### src/rtl/core/dag_source_to_sink_path_count_assert.svh
// assertion macros for the source-to-sink path counter
// used by the top level; expects clk and rst in scope
`ifndef DAG_SOURCE_TO_SINK_PATH_COUNT_ASSERT_SVH
`define DAG_SOURCE_TO_SINK_PATH_COUNT_ASSERT_SVH
// antecedent implies consequent in the same cycle
`define DSPC_ASSERT_NOW(lbl, ante, cons, msg) \
  lbl: assert property (@(posedge clk) disable iff (rst) (ante) |-> (cons)) else $error(msg);
// antecedent implies consequent in the next cycle
`define DSPC_ASSERT_NEXT(lbl, ante, cons, msg) \
  lbl: assert property (@(posedge clk) disable iff (rst) (ante) |=> (cons)) else $error(msg);
`endif

### src/rtl/core/dspc_pkg.sv
// shared types and constants for the source-to-sink path counter
// no dependencies
package dspc_pkg;
  localparam int MAX_NODES = 4096;
  localparam int MAX_EDGES = 65536;
  localparam int NODE_W    = $clog2(MAX_NODES);
  localparam int EDGE_W    = $clog2(MAX_EDGES);
  localparam int LINK_W    = EDGE_W + 1;
  localparam int DEG_W     = EDGE_W + 1;
  localparam int QPTR_W    = NODE_W + 1;
  localparam int SUM_W     = 27;
  localparam logic [SUM_W-1:0]  PATH_MOD   = SUM_W'(80112002);
  localparam logic [LINK_W-1:0] EMPTY_LINK = LINK_W'(MAX_EDGES);

  typedef enum logic [3:0] {
    ST_CLEAR,
    ST_IDLE,
    ST_LD_RD,
    ST_LD_WR,
    ST_SC_RD,
    ST_SC_CHK,
    ST_Q_CHK,
    ST_Q_DAT,
    ST_N_DAT,
    ST_E_DAT,
    ST_T_UPD,
    ST_S_RD,
    ST_S_ACC
  } state_t;
endpackage

### src/rtl/core/dspc_modadd.sv
// shared modular adder: (a + b) mod PATH_MOD for operands below the modulus
// depends on dspc_pkg
module dspc_modadd import dspc_pkg::*; (
  input  logic [SUM_W-1:0] a,
  input  logic [SUM_W-1:0] b,
  output logic [SUM_W-1:0] y
);
  logic [SUM_W:0] s;

  assign s = {1'b0, a} + {1'b0, b};
  assign y = (s >= {1'b0, PATH_MOD}) ? SUM_W'(s - {1'b0, PATH_MOD}) : s[SUM_W-1:0];
endmodule

### config.mk
export PLATFORM = sky130hd
export DESIGN_NAME = dspc_modadd
export DESIGN_NICKNAME = d
export VERILOG_FILES = /design/src/rtl/core/dag_source_to_sink_path_count_assert.svh /design/src/rtl/core/dspc_pkg.sv /design/src/rtl/core/dspc_modadd.sv
export SDC_FILE = /design/constraint.sdc
export NUM_CORES = 1
export LEC_CHECK = 0
export ABC_AREA = 0
export BUFFER_PORTS_ARGS = -buffer_cell sky130_fd_sc_hd__buf_2
export CORE_ASPECT_RATIO = 0.8
export CORE_UTILIZATION = 30
export DETAILED_ROUTE_END_ITERATION = 10
export GPL_ROUTABILITY_DRIVEN = 0
export PLACE_DENSITY = 0.59
export SYNTH_ARGS = -nofsm -noshare
export SYNTH_HDL_FRONTEND = slang
export SYNTH_SLANG_ARGS = --single-unit
### constraint.sdc
create_clock -name vclk -period 16.3
set_input_delay 4.075 -clock vclk [all_inputs]
set_output_delay 4.075 -clock vclk [all_outputs]
set_load 0.01 [all_outputs]
==> reports/qor.yml <==
drtAntennaViolNets: 0
p_per_area_nw_per_um2: 75.94
crit_fanout: 13
critPathArrivalTime_ps: 8720
design.core.area_um2: 8708
num_rows: 30
hold_slack_ps: 8450
cts_resized: 0
place_inst: 564
slew_viol_final: 0
peakVddDrop_v: 0.00003352
drive_above_1_share: 0.2544
flops_and_latches: 0
port_buffers: 81
endpoint_kind: "primary output"
die_w_um: 109.5
synthXorXnorAreaFrac: 0.07533
nFillCells: 969
fin_crit_sh: 0.7848
synth_fa_ha_area_frac: 0.1335
setup_viol: 0
drtIter0Drc: 143
synth.area.top_cells: "ha_1, a21oi_1, nand2_1, a21o_1, nor2_1"
syn_nets: 468
synth_warnings: 0
synth-compound-area-share: 0.4389
tns_ps: 0
synthMuxAreaShare: 0.04511
ys_types: 71
grt_max_degree: 26
regArea_um2: 0
p_leak_nw: 1.408
ios: 81
grt_pass1_wl_um: 13540
syn_inst: 385
drc: 0
synth-simple-area-share: 0.2594
grt_usage: 0.1688
routed_via_density: 5.707
fin_crit_ps: 12790
ys_seq_area_frac: 0
nNetsFinal: 537
synth_most_common_cell: "a21oi_1"
final-hold-violation-count: 0
drv_cap: 0
fmax_ghz: 0.07817
final_cells: 564
die_area_um2: 9637
critical_path_class: "primary input to primary output"
synth_top_area_share: 0.1263
hold_buffers: 0
drtPass1Iterations: 4
startpoint: "a[0]"
tightest_slew_ps: 1132
antenna_found_initial: 0
totalWireLength_um: 8304
area_delta_synth_final_pct: 16.10
synth_top_area_cell: "ha_1"
initial_core_util: 0.3185
num_vias: 3219
multi_input_area_um2: 2645
startpoint_type: "primary input"
hpwlAfterDp_um: 6878
post_cts_buffers: 0
die_y_um: 88.01
overflow: 0
synth_top_family_by_area: "compound AO/OA/AOI/OAI gates"
clkbuf_count: 0
hp-class: "primary input to primary output"
rsz0062_at_grt: "false"
grt_pass1_vias: 2826
syn-mean-instance-area_um2: 7.205
cp.required_ps: 12230
syn_area_um2: 2774
antenna_cells: 0
routedWlPerCell_um: 14.72
slew-limit-headroom: 0.2453
min_from: "b[0]"
status: "finished, final reports clean"
synthTopCellsByCount: "a21oi_1, nand2_1, nor2_1"
-- worst paths after layout --
check | end | slack (ps) | depth (start not counted)
worst max-delay path | y[12] | 3510 | 14
worst min-delay path | y[0] | 8450 | 3
-- area by class of cell --
cell class / count / area share
multi-input combinational: 364 / 0.8213
inverter: 6 / 0.006993
timing repair buffer: 82 / 0.1282
tap: 112 / 0.04351
-- kinds of logic (layout without fill, tap and decap cells) --
kind of cell    Yosys count  count (layout)
compound gates          161             161
xor+xnor                 23              23
fa+ha+maj                29              29
buf+inv                  21              88
mux                      12              12
simple gates            139             139
-- routing by layer --
layer | global-route usage | wire length, um | vias to the layer above | part of all wire
met4 | 0 | 0 | 0 | 0
met2 | 0.2676 | 3511 | 91 | 0.42
met1 | 0.2659 | 4364 | 1476 | 0.53
met3 | 0.003720 | 428 | 0 | 0.052
li1 | - | - | 1652 | -
met5 | 0 | 0 | - | 0
-- cells in the final DEF, fill, tap and decap left out, types with 5 or more instances in the layout --
cell type / Yosys / layout
or3_1: 5 / 5
buf_2: 2 / 81
nor2_1: 29 / 29
inv_1: 6 / 6
nand2_1: 35 / 35
o211ai_1: 9 / 9
a21oi_1: 38 / 38
ha_1: 28 / 28
a211oi_1: 8 / 8
nand3_1: 11 / 11
a21o_1: 17 / 17
mux2i_1: 8 / 8
nand4_1: 6 / 6
xnor2_1: 10 / 10
xor2_1: 12 / 12
o21ai_0: 18 / 18
and3_1: 5 / 5
nor3_1: 12 / 12
o21a_1: 8 / 8
a311oi_1: 6 / 6
a31oi_1: 6 / 6
nand2b_1: 9 / 9
-- critical path, stage by stage --
cell and delay [ps]:
buf_2 100, ha_1 220, fa_1 430, a21o_1 230, a221oi_4 330, o21ai_2 180
a31oi_2 300, o211ai_1 130, xor2_1 580, a211oi_4 80, o2111ai_1 920, nand2_1 480
a311oi_1 460, buf_2 200
-- through the flow --
| stage | utilization | area [um2] | setup WS [ps] | total power, mW |
|---|---|---|---|---|
| floorplan | - | 2774 | 4691 | 0.1763 |
| global placement | 0.3698 | 3221 | 3704 | 0.2397 |
| detailed placement | 0.3698 | 3221 | 3565 | 0.2429 |
| CTS | 0.3698 | 3221 | 3547 | 0.2439 |
| global route | 0.3698 | 3221 | 3172 | 0.2689 |
| finish | 0.3698 | 3221 | 3507 | 0.2446 |
-- where the power goes --
part / internal [mW] / switching, mW / leakage [nW] / total (mW)
logic: 0.0961 / 0.149 / 1.41 / 0.245
registers: 0 / 0 / 0 / 0
clock network: 0 / 0 / 0 / 0
(Power assumes the default switching activity.)
