**src/rtl/core/dag_source_to_sink_path_count_assert.svh**
```systemverilog
// assertion macros for the source-to-sink path counter
// used by the top level; expects clk and rst in scope
`ifndef DAG_SOURCE_TO_SINK_PATH_COUNT_ASSERT_SVH
`define DAG_SOURCE_TO_SINK_PATH_COUNT_ASSERT_SVH
// antecedent implies consequent in the same cycle
`define DSPC_ASSERT_NOW(lbl, ante, cons, msg) \
  lbl: assert property (@(posedge clk) disable iff (rst) (ante) |-> (cons)) else $error(msg);
// antecedent implies consequent in the next cycle
`define DSPC_ASSERT_NEXT(lbl, ante, cons, msg) \
  lbl: assert property (@(posedge clk) disable iff (rst) (ante) |=> (cons)) else $error(msg);
`endif

```
**src/rtl/core/dspc_ram.sv**
```systemverilog
// generic single-write, single-read ram with registered read data
// no dependencies
module dspc_ram #(
  parameter int AW = 8,
  parameter int DW = 8
) (
  input  logic          clk,
  input  logic          we,
  input  logic [AW-1:0] waddr,
  input  logic [DW-1:0] wdata,
  input  logic [AW-1:0] raddr,
  output logic [DW-1:0] rdata
);
  logic [DW-1:0] mem [2**AW];

  always_ff @(posedge clk) begin
    if (we) begin
      mem[waddr] <= wdata;
    end
    rdata <= mem[raddr];
  end
endmodule

```
**config.mk**
```make
export PLATFORM = sky130hd
export DESIGN_NAME = dspc_ram
export DESIGN_NICKNAME = d
export VERILOG_FILES = /design/src/rtl/core/dag_source_to_sink_path_count_assert.svh /design/src/rtl/core/dspc_ram.sv
export SDC_FILE = /design/constraint.sdc
export NUM_CORES = 2
export LEC_CHECK = 0
export BUFFER_PORTS_ARGS = -buffer_cell sky130_fd_sc_hd__buf_2
export CORE_ASPECT_RATIO = 1.25
export CORE_MARGIN = 2
export CORE_UTILIZATION = 57
export DETAILED_ROUTE_END_ITERATION = 10
export PLACE_DENSITY_LB_ADDON = 0.2
export SYNTH_ARGS = -nofsm -noshare
export SYNTH_HDL_FRONTEND = slang
export SYNTH_SLANG_ARGS = --single-unit
```
**constraint.sdc**
```tcl
create_clock -name clk -period 2.05 [get_ports clk]
set_clock_uncertainty 0.05 [all_clocks]
set_input_delay 0.1025 -clock clk [delete_from_list [all_inputs] [get_ports clk]]
set_output_delay 0.1025 -clock clk [all_outputs]
set_load 0.005 [all_outputs]
```
==> results.py <==
metrics = {
    "critical_path": {
        "worst_ep_arrival_time_ns": 3.00,
        "cp-start-kind": "flip-flop",
        "critical_path_class": "reg2reg",
        "worstSetupEndpointType": "flip-flop",
        "timing.critical_path.fanout_max": 1,
        "critical_path_required_ns": 2.69,
    },
    "drt": {
        "drt_pre_antenna_iters": 5,
        "detail_route.wirelength_um": 199000,
        "vias_per_cell": 6.34,
        "drtIter0Drc": 5121,
        "wl_per_cell_um": 30.6,
        "drcViolationCount": 0,
        "antenna_left": 0,
        "num_vias": 41300,
    },
    "timing": {
        "worst_slew_margin_rel_pct": 27.6,
        "tightestPinTransition_ns": 1.09,
        "fin_crit_sh_pct": 115,
        "final_period_demand_of_the_worst_path_ns": 2.36,
        "fin_setup_tns_ns": -1.64,
        "fin_ws_ns": -0.311,
        "finalHoldViolations": 0,
        "final_max_slew_viol_count": 0,
        "report.final.setup_viol": 8,
        "timing.fmax_ghz": 0.424,
        "rsz_0062_raised_after_global_routing": "true",
    },
    "yosys": {
        "synthesis.area_um2": 79600,
        "ys_ff_latch": 2056,
        "number_of_enable_flip_flop_cells_after_synthesis": 2048,
        "dominantRegCellSynth": "edfxtp_1",
        "mappedNetlistNets": 3759,
        "async_reset_ff_share_pct": 0,
        "synth_seq_area_share_pct": 77.5,
        "avgSynthCellArea_um2": 21.3,
        "synth.distinct_cells": 55,
        "yosys_warns": 0,
        "gate_count_of_the_mapped_netlist": 3733,
    },
    "outcome": {
        "run_status": "finished with violations",
        "violations": "setup timing",
    },
    "global_routing": {
        "grt.overflow.total": 0,
        "global_route_wire_length_before_repair_um": 288000,
        "groute.usage.overall_pct": 28.1,
        "vias_in_the_first_global_route": 41500,
        "grt_antenna_before_repair": 8,
        "grt_start_max_net_pins": 97,
    },
    "cts": {
        "numCtsBuffers": 187,
        "postCtsSetupRepairBufs": 0,
        "root_buffer_cell": "clkbuf_16",
        "cts_buffer_depth": 3,
        "clock_tree.htree_level_count": 4,
        "cts.reportedPaths.clkPinSlew_ns": 0.07,
        "clkSinkCount": 2056,
        "clock_latency_ns": 0.83,
        "cts_tree": "done",
    },
    "die": {
        "rows": 153,
        "ios": 34,
        "initial_core_utilization_pct": 57.3,
        "core_region_area_um2": 139000,
        "die_area_um2": 143000,
        "die_width_um": 338,
        "die_h_um": 422,
    },
    "min_path": {
        "hold_path_class": "in2reg",
    },
    "finish": {
        "fillerInstances": 8569,
        "footprint_of_the_multi_input_gates_um2": 16800,
        "final_cells": 6506,
        "register_area_um2": 61700,
        "syn_to_final_growth_pct": 18.5,
        "final_common_cell": "edfxtp_1",
        "layout_common_cells": "2048 x edfxtp_1, 654 x buf_4, 454 x mux4_2",
        "final_nets": 4515,
        "layout_cell_share_with_drive_strength_beyond_1_pct": 33.8,
    },
    "power": {
        "total_power_mw": 86.3,
        "irDropWorstVdd_v": 0.000851,
        "power_per_cell_area_nw_per_um2": 915,
        "power.static_leakage_nw": 30.8,
    },
    "place": {
        "dp_slack_ns": -1.15,
        "place.detailed.hpwl_um": 132000,
        "numPlacedInstances": 6154,
        "place.port_buffers": 33,
        "gp_congestion": 0.889,
    },
    "run": {
        "max-cap-violations": 0,
    },
}
[logic make-up (layout without fill, tap and decap cells)]
kind of cell / after synthesis / after routing / synth area share [%]
flops: 2056 / 2056 / 77.5
compound gates: 385 / 385 / 3.42
buf+inv: 235 / 1146 / 1.83
mux: 591 / 591 / 14.6
other cells: 0 / 2 / 0
simple gates: 466 / 466 / 2.63
[layer usage]
layer / global-route usage [%] / share of wire (%)
met5: 0 / 0.029
met4: 10.6 / 3.8
met2: 46.5 / 50
met3: 5.21 / 8.9
met1: 37.7 / 37
[cells in the mapped netlist (16+ instances only)]
library cell,count,area share (%)
buf_2,31,0.20
edfxtp_1,2048,77
nand3_1,34,0.21
clkbuf_1,111,0.52
mux4_2,454,13
nor4_1,24,0.19
nand2_1,33,0.16
o22ai_1,28,0.22
buf_6,21,0.30
a22oi_1,133,1.3
a21oi_1,96,0.60
nor2_1,282,1.3
buf_1,22,0.10
buf_4,27,0.25
a211oi_1,16,0.15
o221ai_1,46,0.51
mux2i_1,134,1.7
nor3_1,22,0.14
nor2b_1,31,0.24
[stage by stage]
| step | utilization (%) | hold slack (ns) | area, um^2 |
|---|---|---|---|
| 2_1_floorplan | - | 0.151 | 79600 |
| 3_3_place_gp | 63.2 | 0.504 | 87700 |
| 3_5_place_dp | 63.2 | 0.499 | 87700 |
| 4_1_cts | 67.8 | 0.00152 | 94200 |
| 5_1_grt | 67.9 | 0.0592 | 94300 |
| 6_report | 67.9 | 0.0609 | 94300 |
[registers in the layout, summed over array words and instances, names as in the netlist]
register,flops
mem,2048
rdata,8
[timing repair]
item                                    in CTS  in global routing
gates resized for setup                     46                 16
endpoints found under the setup margin       8                  8
endpoints found under the hold margin     1360                  0
pin swaps                                   16                 13
hold buffers                                11                  0
cloned                                       0                  0
[worst max-delay path, stage by stage, from the launching register on]
cell,delay (ns)
edfxtp_1,0.36
mux4_2,0.52
mux4_2,0.49
nor2b_4,0.16
nor4_4,0.40
buf_4,0.21
nor4_2,0.04
[report_power, final]
group / internal, mW / total, mW / switching, mW
sequential: 46.3 / 46.4 / 0.0821
clock: 19.8 / 34.8 / 14.9
combinational: 2.12 / 5.08 / 2.96
[final timing paths]
kind | depth (start not counted) | endpoint | slack [ns] | start
worst min register to register | 5 | rdata[1] | 1.01 | mem[207][1]
worst max register to register | 6 | rdata[0] | -0.31 | mem[83][0]
worst max-delay path | 6 | rdata[0] | -0.31 | mem[83][0]
worst min-delay path | 4 | mem[190][3] | 0.06 | waddr[5]
[final cells by class]
class	count	share of cell area, %
inverters	2	0.00796
diodes	2	0.00531
flip-flops and latches	2056	65.4
repair buffers	800	7.78
clock inverters	100	1.03
multi-input cells	1442	17.9
well taps	1860	2.47
clock buffers	244	5.43
Power figures use the tool's default switching activity.
